`src/rtl/macd_pkg.sv`:
```
// Shared widths, register indexes, reset values, unit tags and types of the MACD block.
package macd_pkg;

    // Field widths.
    localparam int PRICE_W  = 32;
    localparam int AVG_W    = 48;
    localparam int WEIGHT_W = 17;
    localparam int COUNT_W  = 10;
    localparam int INDEX_W  = 2;

    // Weight of one in Q1.16.
    localparam logic [WEIGHT_W-1:0] WEIGHT_ONE = 17'd65536;

    // Reset values of the configuration registers.
    localparam logic [WEIGHT_W-1:0] FAST_WEIGHT_RST   = 17'd10082;
    localparam logic [WEIGHT_W-1:0] SLOW_WEIGHT_RST   = 17'd4855;
    localparam logic [WEIGHT_W-1:0] SIGNAL_WEIGHT_RST = 17'd13107;
    localparam logic [COUNT_W-1:0]  WARMUP_COUNT_RST  = 10'd35;

    // Saturation point of the sample counter.
    localparam logic [COUNT_W-1:0] COUNT_MAX = 10'd1023;

    // Configuration register indexes.
    localparam logic [INDEX_W-1:0] REG_FAST_WEIGHT   = 2'd0;
    localparam logic [INDEX_W-1:0] REG_SLOW_WEIGHT   = 2'd1;
    localparam logic [INDEX_W-1:0] REG_SIGNAL_WEIGHT = 2'd2;
    localparam logic [INDEX_W-1:0] REG_WARMUP_COUNT  = 2'd3;

    // Tags that say which average an update in the shared unit belongs to.
    localparam logic [1:0] TAG_FAST   = 2'd0;
    localparam logic [1:0] TAG_SLOW   = 2'd1;
    localparam logic [1:0] TAG_SIGNAL = 2'd2;

    typedef struct packed {
        logic [WEIGHT_W-1:0] fast_weight;
        logic [WEIGHT_W-1:0] slow_weight;
        logic [WEIGHT_W-1:0] signal_weight;
        logic [COUNT_W-1:0]  warmup_count;
    } t_cfg;

    typedef struct packed {
        logic                    valid;
        logic [1:0]              tag;
        logic signed [AVG_W-1:0] avg;
        logic signed [AVG_W-1:0] target;
        logic [WEIGHT_W-1:0]     weight;
    } t_ema_req;

    typedef struct packed {
        logic                    valid;
        logic [1:0]              tag;
        logic signed [AVG_W-1:0] result;
    } t_ema_rsp;

endpackage

```
`src/rtl/macd_cfg_regs.sv`:
```
// Configuration register file of the MACD block: weights and warm-up count.
module macd_cfg_regs (
    input  logic                          i_clk,
    input  logic                          i_rst_n,
    input  logic                          i_cfg_valid,
    input  logic [macd_pkg::INDEX_W-1:0]  i_cfg_index,
    input  logic [macd_pkg::WEIGHT_W-1:0] i_cfg_data,
    output macd_pkg::t_cfg                o_cfg
);

    macd_pkg::t_cfg r_cfg;

    // A write lands in the register that its index selects.
    always_ff @(posedge i_clk) begin
        if (!i_rst_n) begin
            r_cfg.fast_weight   <= macd_pkg::FAST_WEIGHT_RST;
            r_cfg.slow_weight   <= macd_pkg::SLOW_WEIGHT_RST;
            r_cfg.signal_weight <= macd_pkg::SIGNAL_WEIGHT_RST;
            r_cfg.warmup_count  <= macd_pkg::WARMUP_COUNT_RST;
        end else if (i_cfg_valid) begin
            case (i_cfg_index)
                macd_pkg::REG_FAST_WEIGHT:   r_cfg.fast_weight   <= i_cfg_data;
                macd_pkg::REG_SLOW_WEIGHT:   r_cfg.slow_weight   <= i_cfg_data;
                macd_pkg::REG_SIGNAL_WEIGHT: r_cfg.signal_weight <= i_cfg_data;
                macd_pkg::REG_WARMUP_COUNT:
                    r_cfg.warmup_count <= i_cfg_data[macd_pkg::COUNT_W-1:0];
                default: begin
                end
            endcase
        end
    end

    assign o_cfg = r_cfg;

endmodule

```
`src/rtl/macd_ema_unit.sv`:
```
// Shared three-stage EMA update unit: avg + round((target - avg) * w / 65536).
module macd_ema_unit (
    input  logic               i_clk,
    input  logic               i_rst_n,
    input  macd_pkg::t_ema_req i_req,
    output macd_pkg::t_ema_rsp o_rsp
);

    localparam int DIFF_W = macd_pkg::AVG_W + 1;
    localparam int PROD_W = DIFF_W + macd_pkg::WEIGHT_W + 1;

    // Stage one: difference and clamped weight.
    logic                              r_s1_valid;
    logic [1:0]                        r_s1_tag;
    logic signed [macd_pkg::AVG_W-1:0] r_s1_avg;
    logic signed [DIFF_W-1:0]          r_s1_diff;
    logic [macd_pkg::WEIGHT_W-1:0]     r_s1_weight;

    // Stage two: product.
    logic                              r_s2_valid;
    logic [1:0]                        r_s2_tag;
    logic signed [macd_pkg::AVG_W-1:0] r_s2_avg;
    logic signed [PROD_W-1:0]          r_s2_prod;

    // Stage three: rounded result.
    logic                              r_s3_valid;
    logic [1:0]                        r_s3_tag;
    logic signed [macd_pkg::AVG_W-1:0] r_s3_result;

    logic signed [DIFF_W-1:0]          n_s1_diff;
    logic [macd_pkg::WEIGHT_W-1:0]     n_s1_weight;
    logic signed [PROD_W-1:0]          n_s2_prod;
    logic signed [PROD_W-1:0]          w_rounded;
    logic signed [PROD_W-1:0]          w_shifted;
    logic signed [macd_pkg::AVG_W-1:0] n_s3_result;

    // A weight above one acts as one.
    always_comb begin
        n_s1_diff   = {i_req.target[macd_pkg::AVG_W-1], i_req.target}
                    - {i_req.avg[macd_pkg::AVG_W-1], i_req.avg};
        n_s1_weight = (i_req.weight > macd_pkg::WEIGHT_ONE) ? macd_pkg::WEIGHT_ONE
                                                            : i_req.weight;
    end

    // The weight is unsigned, so it goes into the product with a zero sign bit.
    assign n_s2_prod = PROD_W'(r_s1_diff * $signed({1'b0, r_s1_weight}));

    // Round half up, then floor by an arithmetic shift.
    always_comb begin
        w_rounded   = r_s2_prod + PROD_W'(32768);
        w_shifted   = w_rounded >>> 16;
        n_s3_result = r_s2_avg + w_shifted[macd_pkg::AVG_W-1:0];
    end

    // Valid bits of the three stages.
    always_ff @(posedge i_clk) begin
        if (!i_rst_n) begin
            r_s1_valid <= 1'b0;
            r_s2_valid <= 1'b0;
            r_s3_valid <= 1'b0;
        end else begin
            r_s1_valid <= i_req.valid;
            r_s2_valid <= r_s1_valid;
            r_s3_valid <= r_s2_valid;
        end
    end

    // Payload of the three stages.
    always_ff @(posedge i_clk) begin
        r_s1_tag    <= i_req.tag;
        r_s1_avg    <= i_req.avg;
        r_s1_diff   <= n_s1_diff;
        r_s1_weight <= n_s1_weight;
        r_s2_tag    <= r_s1_tag;
        r_s2_avg    <= r_s1_avg;
        r_s2_prod   <= n_s2_prod;
        r_s3_tag    <= r_s2_tag;
        r_s3_result <= n_s3_result;
    end

    assign o_rsp.valid  = r_s3_valid;
    assign o_rsp.tag    = r_s3_tag;
    assign o_rsp.result = r_s3_result;

endmodule

```
`src/rtl/macd_indicator_stream_unit.sv`:
```
// Top level of the MACD indicator stream: sequencer, averages and output register.
//
//  Channel   Direction  Handshake                       Word contents
//  s_axis    in         i_s_axis_tvalid/o_s_axis_tready tdata: close_price; tuser: restart
//  m_axis    out        o_m_axis_tvalid/i_m_axis_tready tdata: dif, dea, hist; tuser: ready_res
//  cfg       in         i_cfg_valid/o_cfg_ready         i_cfg_index, i_cfg_data
//
// A seeding word goes straight to the output step. For an ordinary word the
// fast and slow updates go back to back through the
// shared three-stage multiply unit, and the signal update waits for both.
// Reset is synchronous and active low; the next word after reset seeds.
// A result waits in the output register while the master side stalls; the
// sequencer holds its last step until that register is free.
module macd_indicator_stream_unit (
    input  logic                          i_clk,
    input  logic                          i_rst_n,
    input  logic                          i_s_axis_tvalid,
    output logic                          o_s_axis_tready,
    input  logic [31:0]                   i_s_axis_tdata,  // [31:0] close_price
    input  logic                          i_s_axis_tuser,  // [0] restart
    output logic                          o_m_axis_tvalid,
    input  logic                          i_m_axis_tready,
    output logic [143:0]                  o_m_axis_tdata,  // [47:0] dif, [95:48] dea,
                                                           // [143:96] hist
    output logic                          o_m_axis_tuser,  // [0] ready_res
    input  logic                          i_cfg_valid,
    output logic                          o_cfg_ready,
    input  logic [macd_pkg::INDEX_W-1:0]  i_cfg_index,
    input  logic [macd_pkg::WEIGHT_W-1:0] i_cfg_data
);

    localparam logic [2:0] S_IDLE  = 3'd0;
    localparam logic [2:0] S_FAST  = 3'd1;
    localparam logic [2:0] S_SLOW  = 3'd2;
    localparam logic [2:0] S_WAIT  = 3'd3;
    localparam logic [2:0] S_SIG   = 3'd4;
    localparam logic [2:0] S_SWAIT = 3'd5;
    localparam logic [2:0] S_OUT   = 3'd6;

    macd_pkg::t_cfg     w_cfg;
    macd_pkg::t_ema_req w_req;
    macd_pkg::t_ema_rsp w_rsp;

    logic [2:0]                        r_state;
    logic [2:0]                        n_state;
    logic                              r_seeded;
    logic [macd_pkg::COUNT_W-1:0]      r_count;
    logic [macd_pkg::COUNT_W-1:0]      n_count;
    logic signed [macd_pkg::AVG_W-1:0] r_price;
    logic signed [macd_pkg::AVG_W-1:0] r_fast;
    logic signed [macd_pkg::AVG_W-1:0] r_slow;
    logic signed [macd_pkg::AVG_W-1:0] r_sig;
    logic                              r_out_valid;
    logic [143:0]                      r_out_data;
    logic                              r_out_ready_res;

    logic                              w_in_accept;
    logic                              w_seed;
    logic                              w_out_load;
    logic signed [macd_pkg::AVG_W-1:0] w_dif;
    logic signed [macd_pkg::AVG_W-1:0] w_hist;
    logic signed [macd_pkg::AVG_W-1:0] w_price_q24;

    macd_cfg_regs u_cfg (
        .i_clk       (i_clk),
        .i_rst_n     (i_rst_n),
        .i_cfg_valid (i_cfg_valid),
        .i_cfg_index (i_cfg_index),
        .i_cfg_data  (i_cfg_data),
        .o_cfg       (w_cfg)
    );

    macd_ema_unit u_ema (
        .i_clk   (i_clk),
        .i_rst_n (i_rst_n),
        .i_req   (w_req),
        .o_rsp   (w_rsp)
    );

    // Handshakes.
    assign o_cfg_ready     = 1'b1;
    assign o_s_axis_tready = (r_state == S_IDLE);
    assign w_in_accept     = i_s_axis_tvalid && o_s_axis_tready;
    assign w_seed          = i_s_axis_tuser || !r_seeded;
    assign w_out_load      = (r_state == S_OUT) && (!r_out_valid || i_m_axis_tready);

    // Price widened from Q16.16 to Q24.24.
    assign w_price_q24 = {8'd0, i_s_axis_tdata, 8'd0};

    // Differences taken from the stored averages.
    assign w_dif  = r_fast - r_slow;
    assign w_hist = w_dif - r_sig;

    // Requests to the shared unit, one per issue step.
    always_comb begin
        w_req.valid  = 1'b0;
        w_req.tag    = macd_pkg::TAG_FAST;
        w_req.avg    = r_fast;
        w_req.target = r_price;
        w_req.weight = w_cfg.fast_weight;
        case (r_state)
            S_FAST: begin
                w_req.valid = 1'b1;
            end
            S_SLOW: begin
                w_req.valid  = 1'b1;
                w_req.tag    = macd_pkg::TAG_SLOW;
                w_req.avg    = r_slow;
                w_req.weight = w_cfg.slow_weight;
            end
            S_SIG: begin
                w_req.valid  = 1'b1;
                w_req.tag    = macd_pkg::TAG_SIGNAL;
                w_req.avg    = r_sig;
                w_req.target = w_dif;
                w_req.weight = w_cfg.signal_weight;
            end
            default: begin
            end
        endcase
    end

    // Sequencer.
    always_comb begin
        n_state = r_state;
        case (r_state)
            S_IDLE:  if (w_in_accept) n_state = w_seed ? S_OUT : S_FAST;
            S_FAST:  n_state = S_SLOW;
            S_SLOW:  n_state = S_WAIT;
            S_WAIT:  if (w_rsp.valid && (w_rsp.tag == macd_pkg::TAG_SLOW)) n_state = S_SIG;
            S_SIG:   n_state = S_SWAIT;
            S_SWAIT: if (w_rsp.valid && (w_rsp.tag == macd_pkg::TAG_SIGNAL)) n_state = S_OUT;
            S_OUT:   if (w_out_load) n_state = S_IDLE;
            default: n_state = S_IDLE;
        endcase
    end

    // Sample count: one on a seed, otherwise up to saturation.
    always_comb begin
        n_count = r_count;
        if (w_in_accept) begin
            if (w_seed) begin
                n_count = macd_pkg::COUNT_W'(1);
            end else if (r_count < macd_pkg::COUNT_MAX) begin
                n_count = r_count + macd_pkg::COUNT_W'(1);
            end
        end
    end

    // Control registers.
    always_ff @(posedge i_clk) begin
        if (!i_rst_n) begin
            r_state     <= S_IDLE;
            r_seeded    <= 1'b0;
            r_count     <= '0;
            r_out_valid <= 1'b0;
        end else begin
            r_state <= n_state;
            r_count <= n_count;
            if (w_in_accept) begin
                r_seeded <= 1'b1;
            end
            if (w_out_load) begin
                r_out_valid <= 1'b1;
            end else if (i_m_axis_tready) begin
                r_out_valid <= 1'b0;
            end
        end
    end

    // Averages: seeded on acceptance, updated as the shared unit returns.
    always_ff @(posedge i_clk) begin
        if (w_in_accept) begin
            r_price <= w_price_q24;
            if (w_seed) begin
                r_fast <= w_price_q24;
                r_slow <= w_price_q24;
                r_sig  <= '0;
            end
        end
        if (w_rsp.valid) begin
            case (w_rsp.tag)
                macd_pkg::TAG_FAST:   r_fast <= w_rsp.result;
                macd_pkg::TAG_SLOW:   r_slow <= w_rsp.result;
                macd_pkg::TAG_SIGNAL: r_sig  <= w_rsp.result;
                default: begin
                end
            endcase
        end
    end

    // Output register.
    always_ff @(posedge i_clk) begin
        if (w_out_load) begin
            r_out_data      <= {w_hist, r_sig, w_dif};
            r_out_ready_res <= (r_count >= w_cfg.warmup_count);
        end
    end

    assign o_m_axis_tvalid = r_out_valid;
    assign o_m_axis_tdata  = r_out_data;
    assign o_m_axis_tuser  = r_out_ready_res;

endmodule

```
`config.mk`:
```
export PLATFORM = sky130hd
export DESIGN_NAME = macd_indicator_stream_unit
export DESIGN_NICKNAME = d
export VERILOG_FILES = /design/src/rtl/macd_pkg.sv /design/src/rtl/macd_cfg_regs.sv /design/src/rtl/macd_ema_unit.sv /design/src/rtl/macd_indicator_stream_unit.sv
export SDC_FILE = /design/constraint.sdc
export NUM_CORES = 2
export LEC_CHECK = 0
export BUFFER_PORTS_ARGS = -buffer_cell sky130_fd_sc_hd__buf_2
export CAP_MARGIN = 20
export CORE_ASPECT_RATIO = 0.5
export CORE_UTILIZATION = 40
export CTS_BUF_LIST = sky130_fd_sc_hd__clkbuf_4
export DETAILED_ROUTE_END_ITERATION = 7
export GPL_TIMING_DRIVEN = 1
export PLACE_DENSITY = 0.61
export SETUP_SLACK_MARGIN = 0.15
export SYNTH_ARGS = -nofsm -noshare
export SYNTH_HDL_FRONTEND = slang
export SYNTH_HIERARCHICAL = 1
export SYNTH_SLANG_ARGS = --single-unit
```
`constraint.sdc`:
```
create_clock -name i_clk -period 10 [get_ports i_clk]
set_input_delay 1 -clock i_clk [delete_from_list [all_inputs] [get_ports i_clk]]
set_output_delay 1 -clock i_clk [all_outputs]
set_load 0.02 [all_outputs]
```
==> flow_summary_export.csv <==
group,metric,value,unit
critical_path,path_buf_inv,3,
routing,viasPerCell,5.20,
routing,drt_iter0_markers,3777,
routing,drtPass1Iterations,6,
die,die_x,548,um
sta,maxSlewHeadroom,0.245,
yosys,synthArstFlopShare,0,
critical_path,crit_family,"adder cells",
critical_path,arrival,8.95,ns
yosys,synthXorXnorAreaFrac,0.0415,
critical_path,max_stage_delay,0.88,ns
layout,area_growth,8.59,%
sta,final.setup.tns,0,ns
sta,slew_violations,0,
layout,stdcell_count,8814,
die,start_util,0.406,
place,dp_cells,8484,
die,num_rows,99,
grt,first_global_vias,46053,
routing,via_count,45800,
yosys,synth_top_family_by_area,"adder cells",
yosys,synth_compound_area_frac,0.117,
layout,layout.nets,7853,
sta,rsz0062_at_grt,"false",
sta,tightest_slew,1.13,ns
critical_path,crit_chain,"buf_4, and2_1, fa_1, fa_1, fa_1, fa_1, fa_1, inv_1, fa_1, inv_1, ha_1, a211oi_1, nand4_1, a31oi_1, a21oi_1, a31oi_1, a311oi_1, nor3_1, a21oi_1, a21oi_1, xnor2_1",
grt,grt_use_total,0.238,
place,place_area,62400,sq um
sta,period_minus_slack,7.92,ns
routing,antenna_left,0,
place,place_hpwl,136000,um
sta,finClkSkew,0.101,ns
sta,fmax,126,MHz
yosys,synth_flop_cell,"dfxtp_1",
critical_path,critPathMaxFanout,32,
layout,layout-drive-gt1-share,0.0888,
critical_path,critPathSlowestCell,"dfxtp_2",
clocking,root_buffer,"clkbuf_4",
sta,setup_violations,0,
clocking,clk_pin_slew,0.07,ns
place,gp_congestion,0.940,
clocking,cts_resized,0,
yosys,synth_cells,6562,
run_status,status,"finished, final reports clean",
layout,final_core_util,0.441,
yosys,synth_cell_types,98,
yosys,synth_mux_area_frac,0.0141,
yosys,syn_area,59700,sq um
clocking,clock-sinks,665,
worst_hold_path,hold_class,"in -> reg",
critical_path,cp-end-kind,"flip-flop",
layout,fillerInstances,14419,
grt,grtUsageMet1,0.351,
clocking,htree_levels,4,
grt,antenna_found_initial,10,
yosys,ys_seq_area_frac,0.253,
grt,met3_usage,0.0592,
yosys,ys_ff_latch,665,
place,io_buffers,203,
routing,finalWirelength,176000,um
grt,top_usage_layer,"met1",
clocking,clkLatencyLatePin,1.15,ns
clocking,cts_tree,"done",
run,max-cap-violations,0,
routing,routedWlPerCell,20.0,um
critical_path,critical_path_class,"reg -> reg",
die,fp.coreArea,147000,sq um
yosys,postSynthAreaPerCell,9.09,sq um
routing,drc,0,
critical_path,path_common_cell,"fa_1",
yosys,synth-edff-count,177,
die,dieArea,151000,sq um
grt,grt_overflow,0,
layout,fin_area,64800,sq um
yosys,yosys.area_share.adder,0.326,
grt,met2_usage,0.348,
clocking,numCtsBuffers,167,
sta,finalHoldViolCount,0,
die,die_h,275,um
yosys,yosys_warnings,6,
yosys,yosys.area_share.simple,0.162,
clocking,clk_path_buf_depth,3,
critical_path,required,11.03,ns
grt,grt_first_pass_wirelength,276000,um
yosys,synth_fp_nets,7720,
critical_path,start_kind,"flip-flop",
sta,finalCritPeriodShare,0.792,
die,io-pin-count,205,
grt,grt_max_degree,97,
[per-stage QoR]
step / hold WS, ns / setup WS (ns)
floorplan: 0.310 / 2.29
global placement: 0.310 / 2.45
detailed placement: 0.312 / 2.27
CTS: 0.00694 / 2.23
global route: 0.0171 / 1.75
finish: 0.125 / 2.08
[path summary, 6_finish.rpt]
kind                                       startpoint  depth (start not counted)                  end  slack, ns
worst max-delay path            u_ema/r_s1_weight[13]                         21  u_ema/r_s2_prod[58]       2.08
worst min-delay path               i_s_axis_tdata[29]                          1          r_price[37]       0.13
worst max register to register  u_ema/r_s1_weight[13]                         21  u_ema/r_s2_prod[58]       2.08
worst min register to register     u_ema/r_s1_avg[26]                          0   u_ema/r_s2_avg[26]       0.27
[worst register-to-register path, stage by stage, from the launching register on]
cell	delay, ns
dfxtp_2	0.88
buf_4	0.39
and2_1	0.19
fa_1	0.44
fa_1	0.57
fa_1	0.44
fa_1	0.46
fa_1	0.50
inv_1	0.05
fa_1	0.47
inv_1	0.04
ha_1	0.33
a211oi_1	0.36
nand4_1	0.21
a31oi_1	0.66
a21oi_1	0.18
a31oi_1	0.50
a311oi_1	0.24
nor3_1	0.42
a21oi_1	0.18
a21oi_1	0.23
xnor2_1	0.14
[routing by layer]
layer,share of wire,wire length [um]
met5,0.00013,23
met4,0.018,3210
met3,0.090,15800
met2,0.42,73900
met1,0.47,83500
[synthesized netlist by cell type, drive strengths merged (75+ instances only)]
cell type,count,share of area
edfxtp,177,0.089
nand2,994,0.063
clkbuf,265,0.017
fa,758,0.25
a21o,142,0.018
xor2,89,0.013
o31ai,75,0.0095
inv,1042,0.066
nor2,165,0.010
o21ai,209,0.018
xnor2,193,0.028
a21oi,319,0.027
and2,439,0.046
dfxtp,488,0.16
ha,343,0.072
nor2b,87,0.0091
[logic make-up (layout without fill, tap and decap cells)]
| group | after synthesis | in the layout |
|---|---|---|
| DFF | 665 | 665 |
| muxes | 82 | 82 |
| buffers and inverters | 1347 | 1618 |
| other | 1 | 13 |
| AOI/OAI and AO/OA | 1076 | 1076 |
| xor gates and xnor gates | 282 | 282 |
| and+or+nand+nor | 2008 | 2008 |
| adders and majority gates | 1101 | 1101 |
[registers in the layout, indices dropped and copies added (netlist names), 2 cells and up]
register / cells
r_slow: 48
u_ema/r_s1_avg: 48
r_count: 10
u_ema/r_s2_tag: 2
u_ema/r_s1_weight: 17
u_ema/r_s3_result: 48
o_m_axis_tdata: 144
u_cfg/o_cfg: 61
u_ema/r_s2_prod: 49
u_ema/r_s1_diff: 49
r_price: 32
r_fast: 48
u_ema/r_s3_tag: 2
u_ema/r_s2_avg: 48
u_ema/r_s1_tag: 2
r_sig: 48
r_state: 3
[layout make-up]
type                       count  area (sq um)  area share
multi-input combinational   4550         39500       0.609
sequential                   665         15100       0.233
inverter                    1042          3910      0.0604
tap                         1969          2460      0.0380
clock buffer                 252          1890      0.0292
timing repair buffer         269          1540      0.0238
clock inverter                55           385     0.00595
antenna                       12          30.0    0.000464
[layout by cell type (no fill, tap or decap), drive strengths merged, types with 12 or more instances in the layout]
master,synthesis,layout
a211oi,33,33
a21o,142,142
a21oi,319,319
a22oi,65,65
a31oi,19,19
and2,439,439
and3,44,44
and4,17,17
buf,40,258
clkbuf,265,252
clkinv,0,43
dfxtp,488,488
diode,0,12
edfxtp,177,177
fa,758,758
ha,343,343
inv,1042,1049
mux2,18,18
mux2i,64,64
nand2,994,994
nand2b,29,29
nand3,73,73
nand4,50,50
nor2,165,165
nor2b,87,87
nor3,43,43
nor4,16,16
o211ai,25,25
o21a,32,32
o21ai,209,209
o21bai,46,46
o31ai,75,75
or3,14,14
xnor2,193,193
xor2,89,89
[timing repair]
action | in CTS | in global routing
hold buffers | 11 | 0
buffers inserted | 0 | 0
endpoints found under the hold margin | 11 | 0
Power is not shown: default switching activity piles up to over one toggle a cycle in this logic, so the estimate is an artifact.
